### src/rtl/cbl_pkg.sv
// ----------------------------------------------------------------------------
// Cartridge bank and LCD capture package
// Constants, reset values and the result word type shared by all modules.
// ----------------------------------------------------------------------------
package cbl_pkg;

    // Display frame and row geometry
    localparam int FRAME_BYTES = 163840;
    localparam int ROW_BYTES   = 480;
    localparam int CNT_W       = 18;
    localparam int ROW_W       = $clog2(ROW_BYTES);

    // Display interface codes
    localparam logic [7:0]  CMD_MEMORY_WRITE = 8'h2C;
    localparam logic [7:0]  MODE_COMMAND     = 8'h00;
    localparam logic [7:0]  MODE_DATA        = 8'h02;
    localparam logic [15:0] DISPLAY_PORT     = 16'h00FF;

    // Mode register reset values
    localparam logic [7:0] MODE0_RESET = 8'h00;
    localparam logic [7:0] MODE1_RESET = 8'h00;
    localparam logic [7:0] MODE2_RESET = 8'h00;
    localparam logic [7:0] MODE3_RESET = 8'h80;

    // Mode register indexes
    localparam logic [1:0] MODE_IDX_DISPLAY = 2'd1;
    localparam logic [1:0] MODE_IDX_PRG_LOW = 2'd2;
    localparam logic [1:0] MODE_IDX_PRG_HI  = 2'd3;

    // One result word
    typedef struct packed {
        logic [7:0]       prg_bank_low;
        logic [7:0]       prg_bank_high;
        logic [2:0]       chr_bank;
        logic             mirror_horizontal;
        logic [7:0]       led_value;
        logic             fb_write;
        logic [CNT_W-1:0] fb_address;
        logic [7:0]       fb_byte;
        logic             row_done;
    } result_t;

endpackage

### src/rtl/cbl_core.sv
// ----------------------------------------------------------------------------
// Mapper and display state core
// Holds mapper and display state, updates it on each word taken and forms
// the result word from the updated state.
// ----------------------------------------------------------------------------
module cbl_core (
    input  logic             aclk,
    input  logic             aresetn,
    input  logic             take,
    input  logic [15:0]      address,
    input  logic [7:0]       data,
    output cbl_pkg::result_t result
);
    import cbl_pkg::*;

    logic [7:0]       mode_reg [4];
    logic [7:0]       mode_next [4];
    logic [7:0]       latch_reg, latch_next;
    logic [7:0]       led_reg, led_next;
    logic [7:0]       cmd_reg, cmd_next;
    logic [CNT_W-1:0] cnt_reg, cnt_next;
    logic [ROW_W-1:0] row_reg, row_next;

    logic [CNT_W:0]   cnt_inc;
    logic [ROW_W:0]   row_inc;
    logic             frame_wrap;
    logic             row_wrap;
    logic [3:0]       page;
    logic             fb_hit;

    assign page       = address[15:12];
    assign cnt_inc    = {1'b0, cnt_reg} + (CNT_W+1)'(1);
    assign row_inc    = {1'b0, row_reg} + (ROW_W+1)'(1);
    assign frame_wrap = cnt_inc >= (CNT_W+1)'(FRAME_BYTES);
    assign row_wrap   = row_inc >= (ROW_W+1)'(ROW_BYTES);

    // Decode the write and form next state
    always_comb begin
        mode_next  = mode_reg;
        latch_next = latch_reg;
        led_next   = led_reg;
        cmd_next   = cmd_reg;
        cnt_next   = cnt_reg;
        row_next   = row_reg;
        fb_hit     = 1'b0;
        if (address == DISPLAY_PORT) begin
            if (mode_reg[MODE_IDX_DISPLAY] == MODE_COMMAND) begin
                cmd_next = data;
                cnt_next = '0;
                row_next = '0;
            end else if (mode_reg[MODE_IDX_DISPLAY] == MODE_DATA &&
                         cmd_reg == CMD_MEMORY_WRITE) begin
                fb_hit = 1'b1;
                if (frame_wrap) begin
                    cnt_next = '0;
                    row_next = '0;
                end else begin
                    cnt_next = cnt_inc[CNT_W-1:0];
                    row_next = row_wrap ? '0 : row_inc[ROW_W-1:0];
                end
            end
        end else if (page == 4'h6 || page == 4'h7) begin
            if (address[10:0] == 11'd0) begin
                mode_next[address[12:11]] = data;
            end
        end else if (page >= 4'h8 && page <= 4'hB) begin
            led_next = data;
        end else if (page >= 4'hC) begin
            latch_next = data;
        end
    end

    // Form the result word from the updated state
    always_comb begin
        result.prg_bank_low      = {mode_next[MODE_IDX_PRG_LOW][7:3], latch_next[2:0]};
        result.prg_bank_high     = {mode_next[MODE_IDX_PRG_HI][7:3], 3'b111};
        result.chr_bank          = latch_next[7:5];
        result.mirror_horizontal = mode_next[MODE_IDX_PRG_HI][5];
        result.led_value         = led_next;
        result.fb_write          = fb_hit;
        result.fb_address        = fb_hit ? cnt_reg : '0;
        result.fb_byte           = fb_hit ? data : 8'd0;
        result.row_done          = fb_hit && (row_next == '0);
    end

    // Hold state, advance on each word taken
    always_ff @(posedge aclk) begin
        if (!aresetn) begin
            mode_reg[0] <= MODE0_RESET;
            mode_reg[1] <= MODE1_RESET;
            mode_reg[2] <= MODE2_RESET;
            mode_reg[3] <= MODE3_RESET;
            latch_reg   <= 8'd0;
            led_reg     <= 8'd0;
            cmd_reg     <= 8'd0;
            cnt_reg     <= '0;
            row_reg     <= '0;
        end else if (take) begin
            mode_reg    <= mode_next;
            latch_reg   <= latch_next;
            led_reg     <= led_next;
            cmd_reg     <= cmd_next;
            cnt_reg     <= cnt_next;
            row_reg     <= row_next;
        end
    end

endmodule

### src/rtl/cbl_out_reg.sv
// ----------------------------------------------------------------------------
// Result register
// Holds one result word toward the receiver and grants the upstream stage a
// move whenever the register is empty or being drained.
// ----------------------------------------------------------------------------
module cbl_out_reg (
    input  logic             aclk,
    input  logic             aresetn,
    input  logic             load_valid,
    input  cbl_pkg::result_t load_word,
    output logic             take,
    input  logic             m_ready,
    output logic             m_valid,
    output cbl_pkg::result_t m_word
);
    import cbl_pkg::*;

    logic    valid_reg;
    result_t word_reg;

    // Move a word in when the register frees up this cycle
    assign take    = load_valid && (!valid_reg || m_ready);
    assign m_valid = valid_reg;
    assign m_word  = word_reg;

    // Track occupancy
    always_ff @(posedge aclk) begin
        if (!aresetn) begin
            valid_reg <= 1'b0;
        end else if (take) begin
            valid_reg <= 1'b1;
        end else if (m_ready) begin
            valid_reg <= 1'b0;
        end
    end

    // Load the payload
    always_ff @(posedge aclk) begin
        if (take) begin
            word_reg <= load_word;
        end
    end

endmodule

### src/rtl/cartridge_bank_and_lcd_capture.sv
// ----------------------------------------------------------------------------
// Cartridge bank mapper with LCD frame-buffer capture
//
// Input channel (s_): one CPU bus write word, address and data, per transfer.
// Output channel (m_): one result word per input word: both 16K program banks,
// the 8K character bank, mirroring, the LED byte and any frame-buffer byte
// write caused by a write to the display port.
// A word accepted enters the input register; the state update and result are
// formed combinationally from it, and the result is registered in the output
// register before it appears on m_. Throughput: one word per cycle while the
// receiver takes each result, set by the single register-to-register pass
// through the decode and counter update.
// s_ready stays high while the input register is empty or moving forward, so
// a new word is taken even while a result waits on the output.
// Reset (aresetn low, synchronous) empties both registers and loads the mode
// registers, latch, LED byte, display command and counters with their reset
// values. When the receiver stalls the result holds, the input register
// fills, and s_ready drops until the result is taken.
// ----------------------------------------------------------------------------
module cartridge_bank_and_lcd_capture (
    input  logic                      aclk,
    input  logic                      aresetn,
    input  logic                      s_valid,
    output logic                      s_ready,
    input  logic [15:0]               s_address,
    input  logic [7:0]                s_data,
    output logic                      m_valid,
    input  logic                      m_ready,
    output logic [7:0]                m_prg_bank_low,
    output logic [7:0]                m_prg_bank_high,
    output logic [2:0]                m_chr_bank,
    output logic                      m_mirror_horizontal,
    output logic [7:0]                m_led_value,
    output logic                      m_fb_write,
    output logic [cbl_pkg::CNT_W-1:0] m_fb_address,
    output logic [7:0]                m_fb_byte,
    output logic                      m_row_done
);
    import cbl_pkg::*;

    logic        in_valid_reg;
    logic [15:0] in_address_reg;
    logic [7:0]  in_data_reg;
    logic        take;
    result_t     core_word;
    result_t     out_word;

    // Accept when the input register is empty or moving forward
    assign s_ready = !in_valid_reg || take;

    // Track input register occupancy
    always_ff @(posedge aclk) begin
        if (!aresetn) begin
            in_valid_reg <= 1'b0;
        end else if (s_valid && s_ready) begin
            in_valid_reg <= 1'b1;
        end else if (take) begin
            in_valid_reg <= 1'b0;
        end
    end

    // Capture the bus write word
    always_ff @(posedge aclk) begin
        if (s_valid && s_ready) begin
            in_address_reg <= s_address;
            in_data_reg    <= s_data;
        end
    end

    cbl_core u_core (
        .aclk    (aclk),
        .aresetn (aresetn),
        .take    (take),
        .address (in_address_reg),
        .data    (in_data_reg),
        .result  (core_word)
    );

    cbl_out_reg u_out_reg (
        .aclk       (aclk),
        .aresetn    (aresetn),
        .load_valid (in_valid_reg),
        .load_word  (core_word),
        .take       (take),
        .m_ready    (m_ready),
        .m_valid    (m_valid),
        .m_word     (out_word)
    );

    // Spread the result word over the ports
    assign m_prg_bank_low      = out_word.prg_bank_low;
    assign m_prg_bank_high     = out_word.prg_bank_high;
    assign m_chr_bank          = out_word.chr_bank;
    assign m_mirror_horizontal = out_word.mirror_horizontal;
    assign m_led_value         = out_word.led_value;
    assign m_fb_write          = out_word.fb_write;
    assign m_fb_address        = out_word.fb_address;
    assign m_fb_byte           = out_word.fb_byte;
    assign m_row_done          = out_word.row_done;

endmodule

### config.mk
export PLATFORM = sky130hd
export DESIGN_NAME = cartridge_bank_and_lcd_capture
export DESIGN_NICKNAME = d
export VERILOG_FILES = /design/src/rtl/cbl_pkg.sv /design/src/rtl/cbl_core.sv /design/src/rtl/cbl_out_reg.sv /design/src/rtl/cartridge_bank_and_lcd_capture.sv
export SDC_FILE = /design/constraint.sdc
export NUM_CORES = 1
export LEC_CHECK = 0
export BUFFER_PORTS_ARGS = -buffer_cell sky130_fd_sc_hd__buf_4
export CAP_MARGIN = 15
export CORE_ASPECT_RATIO = 0.8
export CORE_MARGIN = 2
export CORE_UTILIZATION = 31
export DETAILED_ROUTE_END_ITERATION = 6
export GPL_TIMING_DRIVEN = 1
export HOLD_SLACK_MARGIN = 0.06
export SYNTH_ARGS = -nofsm -noshare
export SYNTH_HDL_FRONTEND = slang
export SYNTH_SLANG_ARGS = --single-unit
### constraint.sdc
create_clock -name aclk -period 7.5 [get_ports aclk]
set_input_delay 1.5 -clock aclk [delete_from_list [all_inputs] [get_ports aclk]]
set_output_delay 1.5 -clock aclk [all_outputs]
set_load 0.01 [all_outputs]
== Word-level counts from Yosys, hierarchy flattened ==
Index checks and enable logic that the tools add are counted.
Storage, ports and cells
  word-level logic and storage cells: 92
  bits in registers: 162
  output and inout port bits: 58
Operators by class
  bitwise logic cells: 4
  mux-type cells: 28
  $add $sub $neg: 2
  order comparisons: 7
  reduce and logical (&&, ||, !) cells: 21
  eq/ne operators: 5
Operators with widths (count)
  two-way mux 8 bit: 8
  two-way mux 18 bit: 3
  two-way mux 16 bit: 3
  two-way mux 9 bit: 5
  bitwise mux 32 bit: 1
  adder 18 x 1 -> 19 bit, second input constant: 1
  greater-or-equal comparator 19 x 18 -> 1 bit, second input constant: 1
  demux 8 bit (select 2 bit): 1
  == test 16 x 8 -> 1 bit, second input constant: 1
  logical NOT 11 bit: 1
  adder 9 x 1 -> 10 bit, second input constant: 1
  greater-or-equal comparator 10 x 9 -> 1 bit, second input constant: 1
  logical NOT 9 bit: 1
  == test 4 x 3 -> 1 bit, second input constant: 2
  == test 8 x 2 -> 1 bit, second input constant: 1
  == test 8 x 6 -> 1 bit, second input constant: 1
  greater-or-equal comparator 4 bit, second input constant: 2
  logical NOT 8 bit: 1
  two-way mux 1 bit: 7
  logical AND 1 bit: 6
  AND reduction 3 bit: 2
  nonzero test 2 bit: 3
  AND reduction 5 bit: 1
  less-or-equal comparator 4 bit, second input constant: 1
  other kinds (7): 12

== Depth between registers and ports, before layout ==
  word-level depth: 9
  depth in mapped cells: 9

== Hierarchy ==
A second synthesis with hierarchy kept.
Unflattened totals
  cell total of the unflattened synthesis: 537
  area, all modules: 6223.5 um2
By module, submodules not included
  cbl_core: seq. area each 1341.3 um2, times used 1, cells an instance 448, area an instance 3716.1 um2
  cbl_out_reg: seq. area each 1701.6 um2, times used 1, cells an instance 60, area an instance 1729.2 um2
  cartridge_bank_and_lcd_capture: seq. area each 740.7 um2, times used 1, cells an instance 29, area an instance 778.2 um2

== Least setup slack after synthesis ==
No wires, ideal clock.
  path kind: input -> register
  from: in m_ready
  to: reg u_out_reg.word_reg (netlist bit u_out_reg.m_word[0]), enable pin
  stages: 5
  data arrival time: 3.602 ns
  data required time: 7.063 ns
  slack: 3.462 ns
  cells stage by stage: nand2b_1 nand2_1 clkbuf_1 clkinv_1 clkbuf_1
On the way
  word-level cells in the longest chain between the ends: 2
Ends and longest elaborated chain
  start, declared: line cartridge_bank_and_lcd_capture.sv:28  | input logic m_ready,
  logical OR 1 bit: line cbl_out_reg.sv:22  | assign take = load_valid && (!valid_reg || m_ready);
  logical AND 1 bit: line cbl_out_reg.sv:22
  named net take: line cartridge_bank_and_lcd_capture.sv:44  | logic take;
  end signal, assigned: line cbl_out_reg.sv:40  | word_reg <= load_word;
  end, declared: line cbl_out_reg.sv:19  | result_t word_reg;
The timed path passes the listed nets, and every way through them passes these cells.
A chain may end at the register's enable or synchronous reset.

== Worst setup path after layout ==
  from: in m_ready
  to: reg u_core.cnt_reg[9]
On the way
  word-level cells in the longest chain between the ends: 3
Ends and longest elaborated chain
  logical OR 1 bit: line cbl_out_reg.sv:22
  logical AND 1 bit: line cbl_out_reg.sv:22
  AND reduction 3 bit (no source line)
  end signal, assigned: line cbl_core.sv:103  | cnt_reg <= cnt_next;
  end, declared: line cbl_core.sv:21  | logic [CNT_W-1:0] cnt_reg, cnt_next;
No other way between the ends.

==> run_results.csv <==
group,metric,value,unit
run_status,status,"completed",
synthesis,ys_seq_elements,145,
clock_network,path_clk_slew,0.06,ns
placement,portBuffers,82,
final_layout,most-common-layout-cells,"buf_4 (87), edfxtp_1 (76), dfxtp_1 (69)",
final_layout,antennaDiodeCount,0,
critical_path,ff2ff_setup_slack,4.22,ns
clock_network,numCtsBuffers,17,
final_layout,multi_input_area,2240,um2
sta,rsz0062_at_grt,"no",
critical_path,cp_cell_sequence,"buf_4 > nand2b_1 > nand2_1 > or4_1 > nor3_4 > nand4b_1 > a21oi_1",
global_routing,antenna_found_initial,0,
detailed_routing,drt-total-wl,13.7,mm
clock_network,numClockSinks,145,
global_routing,grt_pass1_wl,21.9,mm
power,power.density_cell_area,235,nW/um2
sta,fin_setup_tns,0,ns
synthesis,async_reset_ff_share,0,%
final_layout,post-route-util,39.1,%
final_layout,largest_reg_flops,52,
min_path,whs_path_depth,2,
power,p_leak,2.66,nW
die,die_w,160,um
global_routing,grt-ovfl-total,0,
detailed_routing,routedWlPerCell,15.3,um
clock_network,holdBufCountCts,0,
detailed_routing,route.detailed.drc,0,
critical_path,rr_endpoint,"u_core.cnt_reg[9]",
critical_path,critPathKind,"in -> reg",
global_routing,grt_max_degree,67,
min_path,hold_start,"u_core.cmd_reg[4]",
die,die-area,20700,um2
power,pwr-share-clk,44.9,%
clock_network,clock_path_buffers,2,
sta,finClkSkew,0.0109,ns
sta,report.final.slew_viol_count,0,
critical_path,arrival,4.04,ns
min_path,whs_endpoint,"u_core.cmd_reg[4]",
min_path,hold_path_class,"reg -> reg",
placement,dp_hpwl,9.32,mm
critical_path,worst_setup_path_end_kind,"flip-flop",
critical_path,critical_path.top_delay_family,"simple AND/OR/NAND/NOR gates",
synthesis,synth_cell_types,51,
detailed_routing,drt_iter0_drc,342,
detailed_routing,dr_total_vias,4381,
clock_network,cts_resized,0,
power,internal_power,0.00135,W
power,comb_power_share,4.7,%
die,num_rows,45,
detailed_routing,dr.pass1.iters,6,
final_layout,seq_area,3660,um2
global_routing,track_usage,13.6,%
synthesis,synth-edff-count,76,
clock_network,cts_root_buffer,"clkbuf_16",
die,fp.dieH,129,um
critical_path,cpPeakStageDelay,0.88,ns
power,pwr-share-seq,50.4,%
detailed_routing,drtAntennaViolNets,0,
final_layout,mostFrequentLayoutCell,"buf_4",
synthesis,syn_inst,549,
final_layout,areaGrowthSynthToFinish,22.9,%
run,drv_cap,0,
clock_network,clk_latency,0.42,ns
sta,worstMarginPinSlew,1.05,ns
synthesis,synthesis.area,6050,um2
clock_network,cts_tree,"done",
final_layout,fillers,1860,
critical_path,worst-path-buf-inv,1,
critical_path,reg2reg_from,"in_address_reg[15]",
detailed_routing,viasPerCell,4.90,
placement,gp_congestion,0.829,
sta,final-setup-viol-count,0,
critical_path,crit_required,7.84,ns
critical_path,r2r_cells,6,
die,start_util,31.8,%
sta,slew_headroom,30.3,%
sta,period_minus_slack,3.69,ns
die,pin_count,86,
critical_path,cp_max_fo,20,
sta,fmax,271,MHz
synthesis,synthFlopType,"edfxtp_1",
critical_path,worst_setup_path_start_kind,"primary input",
die,core_region_area,19000,um2
synthesis,syn_area_per_cell,11.0,um2
sta,period_share,49.2,%
sta,final-hold-violation-count,0,
power,irDropWorstVdd,0.145,mV
final_layout,nets,654,
synthesis,ys_seq_area_share,60.5,%
critical_path,crit_path_top_delay_cell,"or4_1",
clock_network,post_cts_buffers,0,
final_layout,drive_gt1_share,24.1,%
clock_network,cts_max_level,4,
power,p_sw,0.000391,W
synthesis,ys_warn_count,0,
power,p_sw_share,22.4,%
global_routing,grt_pass1_vias,4212,
power groups by stage:
stage | clock (W) | sequential, W | combinational (W)
2_1_floorplan | 0 | 0.000897 | 0.0000360
3_3_place_gp | 0 | 0.000895 | 0.0000809
3_5_place_dp | 0 | 0.000896 | 0.0000832
4_1_cts | 0.000800 | 0.000879 | 0.0000833
5_1_grt | 0.000838 | 0.000882 | 0.0000899
6_report | 0.000784 | 0.000879 | 0.0000819
routing by layer:
layer	vias up	global-route usage, %	part of all wire (%)
met2	145	19.6	43
li1	2124	-	-
met3	15	3.90	5.8
met4	0	5.83	1.7
met5	-	0	0
met1	2097	19.2	49
worst max-delay path by stage:
stage	slack [ns]	endpoint	start	depth (start not counted)
floorplan	3.46	u_out_reg.m_word[0]	m_ready	5
global placement	3.49	u_core.cnt_reg[9]	m_ready	7
detailed placement	3.42	u_core.cnt_reg[9]	m_ready	7
CTS	3.83	u_core.cnt_reg[9]	m_ready	7
global route	3.62	u_core.cnt_reg[12]	m_ready	7
finish	3.81	u_core.cnt_reg[9]	m_ready	7
metrics by stage:
stage | power, W | area [um2] | hold slack, ns | worst slack [ns] | cells
6_report | 0.00174 | 7440 | 0.455 | 3.81 | 894
3_5_place_dp | 0.000979 | 6890 | 0.451 | 3.42 | 862
5_1_grt | 0.00181 | 7440 | 0.475 | 3.62 | 894
3_3_place_gp | 0.000976 | 6890 | 0.435 | 3.49 | 862
2_1_floorplan | 0.000933 | 6060 | 0.427 | 3.46 | 551
4_1_cts | 0.00176 | 7440 | 0.457 | 3.83 | 894
cell type report:
type / instances / area share (%)
clock buffers: 18 / 5.77
flip-flops and latches: 145 / 49.3
well taps: 258 / 4.34
inverters: 4 / 0.202
multi-input cells: 368 / 30.1
clock inverters: 14 / 1.53
repair buffers: 87 / 8.78
synthesized netlist by cell type, types with 2 or more instances:
library cell	instances	area (um2)
xnor2_1	2	17.5
mux2i_1	18	180
nand2b_1	2	12.5
buf_2	2	10.0
a21boi_0	2	15.0
or3_1	2	12.5
a41oi_1	2	17.5
dfxtp_1	69	1380
nand4_1	12	75.1
buf_4	4	30.0
a22oi_1	2	15.0
nor4_1	8	50.1
clkbuf_1	23	86.3
nor2b_1	2	12.5
or2_2	3	18.8
inv_1	3	11.3
nor2_1	62	233
edfxtp_1	76	2280
a31oi_1	13	81.3
buf_1	4	15.0
and2_1	26	163
nand4b_1	2	17.5
mux2_2	25	282
ha_1	3	37.5
a21oi_1	21	105
nor3b_1	3	22.5
o21ai_0	7	35.0
xor2_1	7	61.3
or4_1	5	37.5
nor4b_1	2	17.5
nand3_1	18	90.1
nand2_1	68	255
a32o_1	2	20.0
nor3_1	19	95.1
and3_1	3	18.8
o31ai_1	12	90.1
kinds of logic (layout without fill, tap and decap cells):
| group | after synthesis | after routing | synth area share, % |
|---|---|---|---|
| AND/OR/NAND/NOR | 246 | 246 | 20.4 |
| flip-flops | 145 | 145 | 60.5 |
| AO/OA/AOI/OAI | 64 | 64 | 6.66 |
| multiplexers | 43 | 43 | 7.63 |
| buffers and inverters | 38 | 123 | 2.77 |
| XOR/XNOR | 9 | 9 | 1.30 |
| adder cells (fa/ha/maj) | 3 | 3 | 0.620 |
| other | 1 | 3 | 0.0620 |
tightest hold or removal path, delay by kind of cell, from the launching register on:
| kind | cells | cell delay (ns) |
|---|---|---|
| compound gates | 1 | 0.05 |
| simple gates | 1 | 0.05 |
| flops | 1 | 0.31 |
Note: power is estimated with default switching activity, not from simulation.
